**config.mk**
```make
export PLATFORM = sky130hd
export DESIGN_NAME = mask_to_csr_converter_flat
export DESIGN_NICKNAME = d
export VERILOG_FILES = /design/src/rtl/mtc_pkg.sv /design/src/rtl/mtc_if.sv /design/src/rtl/mask_to_csr_converter.sv /design/src/flat_wrapper.sv
export SDC_FILE = /design/constraint.sdc
export NUM_CORES = 1
export LEC_CHECK = 0
export CORE_ASPECT_RATIO = 1.4
export CORE_MARGIN = 4
export CORE_UTILIZATION = 39
export DETAILED_ROUTE_END_ITERATION = 16
export DONT_BUFFER_PORTS = 1
export GPL_ROUTABILITY_DRIVEN = 0
export SYNTH_ARGS = -nofsm -noshare
export SYNTH_HDL_FRONTEND = slang
export SYNTH_SLANG_ARGS = --single-unit
```
**constraint.sdc**
```tcl
create_clock -name clk -period 8.3 [get_ports clk]
set_clock_uncertainty 0.1 [all_clocks]
set_input_delay 0 -clock clk [delete_from_list [all_inputs] [get_ports clk]]
set_output_delay 0 -clock clk [all_outputs]
set_load 0.005 [all_outputs]
```
**src/rtl/mtc_pkg.sv**
```systemverilog
`default_nettype none

package mtc_pkg;

    localparam int MASK_W  = 8;
    localparam int IDX_W   = 12;
    localparam int CNT_W   = 13;
    localparam int OFS_W   = 25;
    localparam int REG_W   = 13;

    typedef enum logic [0:0] {
        CFG_ROW_LENGTH = 1'b0,
        CFG_ROW_TOTAL  = 1'b1
    } cfg_idx_t;

    typedef struct packed {
        logic             has_index;
        logic [IDX_W-1:0] column_index;
        logic             row_done;
        logic [IDX_W-1:0] row_index;
        logic [CNT_W-1:0] row_count;
        logic [OFS_W-1:0] row_end_offset;
        logic             row_nonempty;
        logic [IDX_W-1:0] row_slot;
        logic             matrix_done;
    } result_t;

endpackage

`default_nettype wire

```
**src/rtl/mtc_if.sv**
```systemverilog
`default_nettype none

// Mask byte stream.
interface mtc_in_if;
    import mtc_pkg::*;

    logic              valid;
    logic              ready;
    logic [MASK_W-1:0] mask_value;

    modport source (output valid, output mask_value, input ready);
    modport sink   (input valid, input mask_value, output ready);
endinterface

// CSR index result stream.
interface mtc_out_if;
    import mtc_pkg::*;

    logic             valid;
    logic             ready;
    logic             has_index;
    logic [IDX_W-1:0] column_index;
    logic             row_done;
    logic [IDX_W-1:0] row_index;
    logic [CNT_W-1:0] row_count;
    logic [OFS_W-1:0] row_end_offset;
    logic             row_nonempty;
    logic [IDX_W-1:0] row_slot;
    logic             matrix_done;

    modport source (
        output valid, output has_index, output column_index, output row_done,
        output row_index, output row_count, output row_end_offset,
        output row_nonempty, output row_slot, output matrix_done,
        input  ready
    );
    modport sink (
        input  valid, input has_index, input column_index, input row_done,
        input  row_index, input row_count, input row_end_offset,
        input  row_nonempty, input row_slot, input matrix_done,
        output ready
    );
endinterface

`default_nettype wire

```
**src/rtl/mask_to_csr_converter.sv**
```systemverilog
`default_nettype none

// Channel   Dir   Payload                                  Handshake
// -------   ---   --------------------------------------   -----------
// mask      in    mask_value (8b)                          valid/ready
// result    out   has_index, column_index, row_done,       valid/ready
//                 row_index, row_count, row_end_offset,
//                 row_nonempty, row_slot, matrix_done
// cfg       in    cfg_index (row_length/row_total), data   cfg_we only
//
// One mask byte per cycle, unless a result stall holds the input register.
// Bytes pass the input register; transactions are held in the result register.
// Zero bytes that do not end a row update the counters only, with no transaction.
// A result stall holds the input register only while its byte would produce one.
// Reset clears the counters and loads both lengths with 4096 (clamped).

module mask_to_csr_converter #(
    parameter int MAX_COLS = 4096,
    parameter int MAX_ROWS = 4096
) (
    input  wire logic                   clk,
    input  wire logic                   rst_n,
    input  wire logic                   cfg_we,
    input  wire mtc_pkg::cfg_idx_t      cfg_index,
    input  wire logic [mtc_pkg::REG_W-1:0] cfg_data,
    mtc_in_if.sink                      mask,
    mtc_out_if.source                   result
);
    import mtc_pkg::*;

    // Effective length limits: the register width also caps the length.
    localparam int REG_MAX = (1 << REG_W) - 1;
    localparam int KMAX    = (MAX_COLS < REG_MAX) ? MAX_COLS : REG_MAX;
    localparam int RMAX    = (MAX_ROWS < REG_MAX) ? MAX_ROWS : REG_MAX;
    localparam int CW      = (KMAX > 1) ? $clog2(KMAX) : 1;
    localparam int RW      = (RMAX > 1) ? $clog2(RMAX) : 1;
    localparam int NZW     = $clog2(KMAX + 1);
    localparam int KRST    = ((MAX_COLS < 4096) ? MAX_COLS : 4096) - 1;
    localparam int RRST    = ((MAX_ROWS < 4096) ? MAX_ROWS : 4096) - 1;
    localparam int WIDE_W  = 17;

    // Last column / last row index, derived from each configured length.
    logic [CW-1:0]    klast_reg, klast_next;
    logic [RW-1:0]    rlast_reg, rlast_next;

    // Input register.
    logic              s1_valid_reg;
    logic [MASK_W-1:0] s1_mask_reg;

    // Running counters.
    logic [CW-1:0]    col_reg, col_next;
    logic [RW-1:0]    row_reg, row_next;
    logic [NZW-1:0]   nz_reg, nz_next;
    logic [OFS_W-1:0] ofs_reg, ofs_next;
    logic [IDX_W-1:0] ner_reg, ner_next;

    // Result register.
    logic             out_valid_reg;
    result_t          res_reg, res_next;

    logic             kept;
    logic             ends_row;
    logic             last_row;
    logic             nonempty;
    logic             produce;
    logic             process;
    logic [NZW-1:0]   nz_cur;
    logic [OFS_W-1:0] ofs_cur;
    logic [WIDE_W-1:0] cfg_wide;

    // Clamp a written length to [1, max] and keep its last index.
    always_comb
    begin
        cfg_wide   = WIDE_W'(cfg_data);
        klast_next = klast_reg;
        rlast_next = rlast_reg;
        if (cfg_we)
        begin
            case (cfg_index)
                CFG_ROW_LENGTH:
                begin
                    if (cfg_data == '0)
                        klast_next = '0;
                    else if (cfg_wide > WIDE_W'(MAX_COLS))
                        klast_next = CW'(MAX_COLS - 1);
                    else
                        klast_next = CW'(cfg_data - REG_W'(1));
                end
                CFG_ROW_TOTAL:
                begin
                    if (cfg_data == '0)
                        rlast_next = '0;
                    else if (cfg_wide > WIDE_W'(MAX_ROWS))
                        rlast_next = RW'(MAX_ROWS - 1);
                    else
                        rlast_next = RW'(cfg_data - REG_W'(1));
                end
                default:
                begin
                    klast_next = klast_reg;
                end
            endcase
        end
    end

    always_comb
    begin
        kept     = (s1_mask_reg != '0);
        ends_row = (col_reg >= klast_reg);
        last_row = (row_reg >= rlast_reg);
        nz_cur   = nz_reg + NZW'(kept);
        ofs_cur  = ofs_reg + OFS_W'(nz_cur);
        nonempty = (nz_cur != '0);
        produce  = kept || ends_row;
        // Advance the input register unless its transaction cannot be placed.
        process  = s1_valid_reg && (!produce || !out_valid_reg || result.ready);
    end

    assign mask.ready = !s1_valid_reg || process;

    // Counter update and result assembly for the byte in the input register.
    always_comb
    begin
        col_next = col_reg;
        row_next = row_reg;
        nz_next  = nz_reg;
        ofs_next = ofs_reg;
        ner_next = ner_reg;

        res_next                = '0;
        res_next.has_index      = kept;
        res_next.column_index   = kept ? IDX_W'(col_reg) : '0;

        if (ends_row)
        begin
            res_next.row_done       = 1'b1;
            res_next.row_index      = IDX_W'(row_reg);
            res_next.row_count      = CNT_W'(nz_cur);
            res_next.row_end_offset = ofs_cur;
            res_next.row_nonempty   = nonempty;
            res_next.row_slot       = nonempty ? ner_reg : '0;
            res_next.matrix_done    = last_row;
        end

        if (process)
        begin
            if (ends_row)
            begin
                if (last_row)
                begin
                    // Drop everything back to the start of a matrix.
                    col_next = '0;
                    row_next = '0;
                    nz_next  = '0;
                    ofs_next = '0;
                    ner_next = '0;
                end
                else
                begin
                    col_next = '0;
                    row_next = row_reg + RW'(1);
                    nz_next  = '0;
                    ofs_next = ofs_cur;
                    ner_next = ner_reg + IDX_W'(nonempty);
                end
            end
            else
            begin
                col_next = col_reg + CW'(1);
                nz_next  = nz_cur;
            end
        end
    end

    always_ff @(posedge clk or negedge rst_n)
    begin
        if (!rst_n)
        begin
            klast_reg     <= CW'(KRST);
            rlast_reg     <= RW'(RRST);
            s1_valid_reg  <= 1'b0;
            col_reg       <= '0;
            row_reg       <= '0;
            nz_reg        <= '0;
            ofs_reg       <= '0;
            ner_reg       <= '0;
            out_valid_reg <= 1'b0;
        end
        else
        begin
            klast_reg <= klast_next;
            rlast_reg <= rlast_next;
            col_reg   <= col_next;
            row_reg   <= row_next;
            nz_reg    <= nz_next;
            ofs_reg   <= ofs_next;
            ner_reg   <= ner_next;

            if (mask.ready)
                s1_valid_reg <= mask.valid;

            if (process && produce)
                out_valid_reg <= 1'b1;
            else if (result.ready)
                out_valid_reg <= 1'b0;
        end
    end

    // Payload registers: no reset needed.
    always_ff @(posedge clk)
    begin
        if (mask.valid && mask.ready)
            s1_mask_reg <= mask.mask_value;
        if (process && produce)
            res_reg <= res_next;
    end

    assign result.valid          = out_valid_reg;
    assign result.has_index      = res_reg.has_index;
    assign result.column_index   = res_reg.column_index;
    assign result.row_done       = res_reg.row_done;
    assign result.row_index      = res_reg.row_index;
    assign result.row_count      = res_reg.row_count;
    assign result.row_end_offset = res_reg.row_end_offset;
    assign result.row_nonempty   = res_reg.row_nonempty;
    assign result.row_slot       = res_reg.row_slot;
    assign result.matrix_done    = res_reg.matrix_done;

`ifndef NO_ASSERTIONS
    // A held byte keeps its value until it is processed.
    a_s1_hold: assert property (@(posedge clk) disable iff (!rst_n)
        s1_valid_reg && !process |=> s1_valid_reg && $stable(s1_mask_reg))
        else $error("input register lost or changed a pending byte");

    // Every transaction carries a column or a row report.
    a_out_content: assert property (@(posedge clk) disable iff (!rst_n)
        out_valid_reg |-> (res_reg.has_index || res_reg.row_done))
        else $error("empty transaction on result channel");

    // The end of a matrix returns all counters to zero.
    a_matrix_clear: assert property (@(posedge clk) disable iff (!rst_n)
        process && ends_row && last_row |=>
            (col_reg == '0) && (row_reg == '0) && (nz_reg == '0) &&
            (ofs_reg == '0) && (ner_reg == '0))
        else $error("counters not cleared after last row");

    // Empty rows report no slot.
    a_empty_slot: assert property (@(posedge clk) disable iff (!rst_n)
        out_valid_reg && !res_reg.row_nonempty |-> (res_reg.row_slot == '0))
        else $error("slot reported for empty row");
`endif

endmodule

`default_nettype wire
```
**src/flat_wrapper.sv**
```systemverilog
// flat-port wrapper written by rule: the top's interface ports become plain ports
module mask_to_csr_converter_flat import mtc_pkg::*;
#(
    parameter int MAX_COLS = 4096,
    parameter int MAX_ROWS = 4096
)
  (clk, rst_n, cfg_we, cfg_index, cfg_data, mask_valid, mask_mask_value, mask_ready, result_valid, result_has_index, result_column_index, result_row_done, result_row_index, result_row_count, result_row_end_offset, result_row_nonempty, result_row_slot, result_matrix_done, result_ready);
  mtc_in_if mask_i ();
  mtc_out_if result_i ();
  input  wire logic clk;
  input  wire logic rst_n;
  input  wire logic cfg_we;
  input  wire mtc_pkg::cfg_idx_t cfg_index;
  input  wire logic [mtc_pkg::REG_W-1:0] cfg_data;
  input wire logic [$bits(mask_i.valid)-1:0] mask_valid;
  input wire logic [$bits(mask_i.mask_value)-1:0] mask_mask_value;
  output wire logic [$bits(mask_i.ready)-1:0] mask_ready;
  output wire logic [$bits(result_i.valid)-1:0] result_valid;
  output wire logic [$bits(result_i.has_index)-1:0] result_has_index;
  output wire logic [$bits(result_i.column_index)-1:0] result_column_index;
  output wire logic [$bits(result_i.row_done)-1:0] result_row_done;
  output wire logic [$bits(result_i.row_index)-1:0] result_row_index;
  output wire logic [$bits(result_i.row_count)-1:0] result_row_count;
  output wire logic [$bits(result_i.row_end_offset)-1:0] result_row_end_offset;
  output wire logic [$bits(result_i.row_nonempty)-1:0] result_row_nonempty;
  output wire logic [$bits(result_i.row_slot)-1:0] result_row_slot;
  output wire logic [$bits(result_i.matrix_done)-1:0] result_matrix_done;
  input wire logic [$bits(result_i.ready)-1:0] result_ready;
  assign mask_i.valid = mask_valid;
  assign mask_i.mask_value = mask_mask_value;
  assign mask_ready = mask_i.ready;
  assign result_valid = result_i.valid;
  assign result_has_index = result_i.has_index;
  assign result_column_index = result_i.column_index;
  assign result_row_done = result_i.row_done;
  assign result_row_index = result_i.row_index;
  assign result_row_count = result_i.row_count;
  assign result_row_end_offset = result_i.row_end_offset;
  assign result_row_nonempty = result_i.row_nonempty;
  assign result_row_slot = result_i.row_slot;
  assign result_matrix_done = result_i.matrix_done;
  assign result_i.ready = result_ready;
  mask_to_csr_converter #(.MAX_COLS(MAX_COLS), .MAX_ROWS(MAX_ROWS)) u_core (.clk(clk), .rst_n(rst_n), .cfg_we(cfg_we), .cfg_index(cfg_index), .cfg_data(cfg_data), .mask(mask_i), .result(result_i));
endmodule
```
==> results of run 1 <==
[cell usage in the layout (no fill, tap or decap), types with 31 or more instances in the layout]
| cell type | n |
|---|---|
| sky130_fd_sc_hd__edfxtp_1 | 86 |
| sky130_fd_sc_hd__dfrtp_1 | 76 |
| sky130_fd_sc_hd__nand2_1 | 73 |
| sky130_fd_sc_hd__o21ai_0 | 66 |
| sky130_fd_sc_hd__nor2_1 | 60 |
| sky130_fd_sc_hd__inv_1 | 55 |
| sky130_fd_sc_hd__ha_1 | 46 |
| sky130_fd_sc_hd__and2_1 | 41 |
| sky130_fd_sc_hd__nand3_1 | 35 |
| sky130_fd_sc_hd__a22o_1 | 32 |
| sky130_fd_sc_hd__dlygate4sd3_1 | 31 |
[worst reg2reg max path, delay by kind of cell, from the launching register on]
family	cells	cell delay (ns)
AO/OA/AOI/OAI	4	1.24
adder cells (fa/ha/maj)	3	0.95
AND/OR/NAND/NOR	4	0.79
XOR/XNOR	2	0.44
flip-flops	1	0.36
buffers and inverters	2	0.30
[where the power goes]
part	leakage, nW	switching (mW)	internal, mW
Combinational	2.20	0.490	0.297
Sequential	2.09	0.150	1.17
Clock	0.254	0.365	0.415
[layout make-up]
| cell class | instances | area [µm²] | area share (%) |
|---|---|---|---|
| Multi-Input combinational cell | 659 | 4470 | 40.2 |
| Clock inverter | 13 | 120 | 1.08 |
| Tap cell | 315 | 394 | 3.55 |
| Inverter | 56 | 210 | 1.89 |
| Timing Repair Buffer | 37 | 375 | 3.38 |
| Sequential cell | 186 | 5110 | 46.0 |
| Clock buffer | 19 | 433 | 3.90 |
[kinds of logic (layout without fill, tap and decap cells)]
group / after synthesis / after routing / synth area share, %
simple gates: 318 / 318 / 16.8
compound gates: 248 / 248 / 17.6
flops: 186 / 186 / 51.4
buf+inv: 101 / 125 / 4.14
fa+ha+maj: 47 / 47 / 5.98
xor+xnor: 43 / 43 / 3.78
mux: 3 / 3 / 0.302
[how the worst min path moves through the flow]
| stage | from | end |
|---|---|---|
| 2_1_floorplan | rst_n | u_core.col_reg[0] |
| 3_3_place_gp | rst_n | u_core.row_reg[4] |
| 3_5_place_dp | rst_n | u_core.row_reg[6] |
| 4_1_cts | cfg_data[4] | u_core.klast_reg[6] |
| 5_1_grt | cfg_data[6] | u_core.rlast_reg[7] |
| 6_report | cfg_data[3] | u_core.rlast_reg[4] |
[routing by layer]
layer	GRT usage [%]	wire [µm]
met4	6.09	508
met5	0	0
met1	19.8	9510
met2	31.2	12600
met3	4.04	898
==> results.txt, run 1 <==
The flow ran to the end, and the final reports show no timing, DRC or antenna violations. The initialized floorplan defines 68 standard-cell rows. Across all hold checks on the routed design, the worst slack comes to 0.0235 ns.

The cell area after placement is 10200 µm². The share of flip-flops with an asynchronous set or reset is 53.8%. In this run the tightest slew margin relative to its limit is 22.4%. The count of unique library cells instantiated by Yosys is 84.

The clock period minus final worst setup slack works out to 4.44 ns. At the pin with the least slew margin, the transition time is 1.16 ns. Cells fill 44.6% of the core in the end. The most common flop cell mapped by yosys is sky130_fd_sc_hd__edfxtp_1. The number of flops mapped to enable cells by yosys is 86. In the routed layout, each cell is associated on average with a via count of 5.59. Buffers added to address setup during post-CTS repair amount to 0. Final setup slack of the worst path: 3.86 ns. The startpoint type of the worst setup path was a register. For this run, the number of Yosys warnings is 0. The leakage power total came out at 4.54 nW. In this run, post-CTS hold repair placed 32 buffers. The end point of the critical path was u_core.result.row_end_offset[16]. For this run, design rule violations remaining after detail routing come to 0.

The TritonCTS sink count is 186. For the post-placement setup slack, the log shows 3.87 ns. The library cell used as clock root buffer is sky130_fd_sc_hd__clkbuf_16. For the total of cells resized after clock tree synthesis, the log shows 0. For this block, the initial DRC count from the detailed router was 433. The cell with the largest stage delay on the worst path was sky130_fd_sc_hd__a221o_1. Counting buffers and inverters, the worst setup path is 15 cells deep. The count of nets left with antenna violations once routing finished came out at 0. The largest stage delay on the critical path was 0.44 ns. The number of max-slew violations in the final report was 0.

In the post-synthesis netlist, the biggest area contributors are sky130_fd_sc_hd__edfxtp_1, sky130_fd_sc_hd__dfrtp_1, sky130_fd_sc_hd__dfstp_2. The run gives 38.8 mm as the first-pass GRT wire length. The die span in x was 143 µm; the sequential-to-total area share from yosys stat was 51.4%. The starting density of the core is 39.9%.

Kind of path behind the tightest hold check: input pin to register. After legalization and detailed placement, the total HPWL measured 16.3 mm. The overall overflow remaining after global route is 0, and the vertical die dimension is 197 µm.

Synthesis produced a netlist whose cell count is 946. After synthesis the cells add up to 9950 µm². By count the netlist is led by sky130_fd_sc_hd__edfxtp_1, sky130_fd_sc_hd__dfrtp_1, sky130_fd_sc_hd__nand2_1, sky130_fd_sc_hd__o21ai_0, sky130_fd_sc_hd__nor2_1.

By instance count, the leading cell after synthesis is sky130_fd_sc_hd__edfxtp_1. The most critical setup path has its startpoint at u_core.s1_mask_reg[1]. Compared with the post-synthesis result, the final layout area differs by 11.7%. The logic depth of the worst register-to-register path is 15, and the global-route total usage across every layer is 17.3%.

The die covers 28200 µm². The origin of the critical flop-to-flop path was u_core.s1_mask_reg[1]. The tools report the final net count as 1031. Required time reported for the critical path endpoint: 8.39 ns. For this block, the routed nets add up to 23.5 mm of wire. Clock latency on the worst-skew pair, taken at its later pin, is 0.44 ns. The critical path start-end classification was register to register. After synthesis the netlist holds a flip-flop and latch count of 186. In this run the tool buffered the top-level ports with 0 buffer cells.

TritonCTS built the clock tree. Power comes to 2.88 mW. 0 antenna diodes ended up in the layout. Data arrives at the worst endpoint at 4.53 ns. The logs give 0 for the total count of hold-check failures in the final report and 0 for the max-cap violation count.

Dividing the final minimum period by the clock period gives 53.5%. The capturing point of the worst reg2reg path is u_core.result.row_end_offset[16]. The worst hold path was traced through 5 stages. The via count of the first global-routing pass is 7347.

The number of nets in the synthesized netlist was 1020; the total power per unit cell area was 259 nW/µm². Among the stages of the critical path, the cell type that occurs most often is sky130_fd_sc_hd__ha_1. Grouping stages by cell kind, the critical path spends the most delay in compound AO/OA/AOI/OAI gates. The post-route netlist has 9.28% of its cells at a drive strength greater than 1. Traced cell by cell, the critical path runs through nor4_1 -> and2_1 -> inv_1 -> ha_1 -> ha_1 -> nand3_1 -> xor2_1 -> inv_1 -> ha_1 -> a21o_1 -> a221o_1 -> a22oi_2 -> a211oi_1 -> xnor2_1 -> nor2_1. A synthesized cell averages 10.5 µm². Combined buffer and inverter count along the critical path: 2. Setup repair after global routing left no endpoint under its margin. The worst setup path is captured at a register.

After clock tree synthesis, the clock-pin slew on the worst setup and hold paths is 0.07 ns. The first detailed-routing pass took 5 iterations. The number of clock buffers added by TritonCTS is 17. The maximum number of pins on one net before global-route repair is 101, and the routed length per placed instance is 18.3 µm. The synthesized design devotes to its leading area cell type 25.9% of total area. VDD sags by at most 0.000172 V.

Counting tap cells, the placed design contains a total of 1221 instances. The number of fillers in the final layout came out at 2319. In this run the standard cell core region covers 24900 µm². In the final timing run, aggregate negative setup slack is 0 ns. In this run the number of H-tree levels came out at 4.

No sink is reached through more buffers than the 2 on the longest clock path. The largest fanout on the critical path came out at 13. The total setup violations reported at the end of the flow is 0, and the count of vias placed by the detailed router is 7177. The finished layout holds 1285 standard cells, fillers aside.

The flop-to-flop setup slack came out at 3.86 ns. After routing the design area is 11100 µm². Maximum clock rate: 225 MHz.

Initial antenna violation count: 0. The largest total area in the synthesized netlist belongs to sky130_fd_sc_hd__edfxtp_1. 107 I/O pins were placed.
Power figures use the tool's default switching activity.
==> inputs of run 2 (changes only) <==
==> constraint.sdc (replaced) <==
create_clock -name clk -period 4.31 [get_ports clk]
set_clock_uncertainty 0.1 [all_clocks]
set_input_delay 0 -clock clk [delete_from_list [all_inputs] [get_ports clk]]
set_output_delay 0 -clock clk [all_outputs]
set_load 0.005 [all_outputs]
==> results.txt, run 2 (same netlist as run 1, synthesis figures left out) <==
The logs give 2341 for the number of fillers in the final layout and 23.1 mm for the total routed wirelength. At the pin with the least slew margin, the transition time is 1.15 ns. The worst-case IR drop observed on VDD is 0.000329 V. For this design, the slowest cell found on the critical path is sky130_fd_sc_hd__a211oi_1. The starting density of the core was 39.9%. The filler-free cell count of the finished design was 1294; the clock period minus final worst setup slack was 4.01 ns.

The die covers 28200 µm². The per-cell via count in the routed design is 5.53. The number of I/O pins is 107.

The aggregate negative setup slack is 0 ns. The worst setup path is launched from a register. The number of max-slew violations in the final report was 0. The largest fanout on the critical path is 7. The worst slack on hold paths was -0.0100 ns; the total setup violations reported at the end of the flow was 0. Combined buffer and inverter count along the critical path: 3. The final net count is 1040.

TritonCTS built the clock tree. The critical path goes through nor4_1 -> and2_1 -> inv_1 -> ha_1 -> ha_1 -> buf_4 -> inv_1 -> nor2_1 -> nand3_1 -> nand2_1 -> ha_1 -> nand2_1 -> nor3_1 -> o31ai_1 -> a211oi_1 -> xnor2_1 -> nor2_1. Cells with a size suffix above 1 make up 10.8% of the layout. The overall overflow remaining after global route came out at 0.

Worst endpoint data arrival time: 4.10 ns. The cell repeated most along the worst path was sky130_fd_sc_hd__ha_1. Relative to the synthesized area, the layout overhead comes to 13.4%.

The floorplan step set the die height to 197 µm. The checks that failed: hold timing. The logs give 16.0 mm for the detailed placer's ending HPWL and 376 for the starting DRC count in detailed routing.

The number of H-tree levels was 4. At the later pin of the worst-skew pair, clock insertion delay measures 0.44 ns. The kind of path behind the tightest hold check was input pin to register. In the layout the commonest cells are sky130_fd_sc_hd__edfxtp_1, sky130_fd_sc_hd__dfrtp_1, sky130_fd_sc_hd__nand2_1. Setup repair after global routing left no endpoint under its margin. The total power per unit cell area was 507 nW/µm². The clock-pin slew on the worst setup and hold paths was 0.07 ns; the max-cap violation count was 0. The core region is 24900 µm². The critical path start-end classification is register to register. The worst path uses 93.1% of the clock period.

The first global-routing pass estimated 38.2 mm of wire. The count of vias placed by the detailed router was 7154; the remaining antenna violation count after routing was 0. The tools report the maximum number of pins on one net before global-route repair as 101. In the final routed layout, each cell accounts on average for 17.9 µm. 0 antenna diodes ended up in the layout. The tools report the maximum clock rate as 249 MHz. The leakage power total was 4.63 nW; the total count of hold-check failures in the final report was 1.

The run gives 17 as the number of clock buffers inserted by TritonCTS. Maximum clock insertion buffer count: 2. Global-route total usage across every layer: 17.1%. The library cell used most frequently in the layout, excluding fill and tap cells, is sky130_fd_sc_hd__edfxtp_1. STA classifies the critical path endpoint as a register. Initial antenna violation count: 0. Measured along the x axis, the die boundary spans 143 µm. The largest stage delay on the critical path is 0.45 ns. STA puts the critical path data required time at 4.40 ns. The TritonCTS sink count is 186. The first detailed-routing pass ran for 5 iterations. The tree is rooted in a sky130_fd_sc_hd__clkbuf_16. The count of buffers added on input and output ports is 0. The via count of the first global-routing pass is 7267. Headroom to the max-slew limit came out at 23.1%. The flow ran to the end, but the final reports show violations.

The cell count after placement was 1229. In the routed design, unresolved DRC markers number 0. Among cell families on the critical path, the largest total delay comes from simple AND/OR/NAND/NOR gates. The run gives 68 as the number of core rows.
==> run 2: metal layers <==
metal	share of wire, %	vias up	global-route usage, %
li1	-	3515	-
met1	42	3468	20.1
met2	52	135	30.5
met3	3.8	36	3.61
met4	2.2	0	6.16
met5	0	-	0
==> run 2: repair_timing <==
item,4_1_cts,5_1_grt
setup endpoints to repair,0,20
hold buffers,32,0
buffers inserted,0,1
hold endpoints to repair,142,0
resized for setup,0,8
==> run 2: worst register-to-register path: stages, from the launching register on <==
cell,delay [ns]
sky130_fd_sc_hd__edfxtp_1,0.37
sky130_fd_sc_hd__nor4_1,0.26
sky130_fd_sc_hd__and2_1,0.20
sky130_fd_sc_hd__inv_1,0.07
sky130_fd_sc_hd__ha_1,0.23
sky130_fd_sc_hd__ha_1,0.29
sky130_fd_sc_hd__buf_4,0.19
sky130_fd_sc_hd__inv_1,0.07
sky130_fd_sc_hd__nor2_1,0.08
sky130_fd_sc_hd__nand3_1,0.15
sky130_fd_sc_hd__nand2_1,0.08
sky130_fd_sc_hd__ha_1,0.39
sky130_fd_sc_hd__nand2_1,0.12
sky130_fd_sc_hd__nor3_1,0.28
sky130_fd_sc_hd__o31ai_1,0.22
sky130_fd_sc_hd__a211oi_1,0.45
sky130_fd_sc_hd__xnor2_1,0.17
sky130_fd_sc_hd__nor2_1,0.05
==> run 2: final timing paths <==
check | from | to | slack, ns | cells after the start
min reg2reg | u_core.klast_reg[0] | u_core.klast_reg[0] | 0.37 | 2
min | cfg_data[3] | u_core.rlast_reg[3] | -0.01 | 4
min in group asynchronous | rst_n | u_core.row_reg[8] | 0.06 | 2
max | u_core.s1_mask_reg[1] | u_core.result.row_end_offset[23] | 0.30 | 17
max reg2reg | u_core.s1_mask_reg[1] | u_core.result.row_end_offset[23] | 0.30 | 17
max in group asynchronous | rst_n | u_core.klast_reg[0] | 3.64 | 2
==> run 2: cell type report <==
type	count	area (µm²)	share of cell area, %
Clock buffer	18	429	3.80
Clock inverter	14	194	1.72
Inverter	56	210	1.86
Multi-Input combinational cell	659	4500	39.9
Sequential cell	186	5110	45.3
Tap cell	315	394	3.49
Timing Repair Buffer	46	443	3.92
==> run 2: report_power, final <==
part / internal [mW] / leakage (nW) / switching (mW)
sequential: 2.24 / 2.09 / 0.292
combinational: 0.580 / 2.25 / 0.926
clock: 0.973 / 0.291 / 0.709
==> run 2: per-stage QoR <==
stage / total power [mW] / setup WS, ns / utilization [%] / area [µm²]
global placement: 4.01 / 0.316 / 41.2 / 10300
global route: 6.10 / 0.000531 / 45.3 / 11300
finish: 5.72 / 0.299 / 45.3 / 11300
CTS: 5.79 / 0.272 / 45.1 / 11200
floorplan: 3.61 / 0.242 / - / 9950
detailed placement: 4.05 / 0.285 / 41.2 / 10300
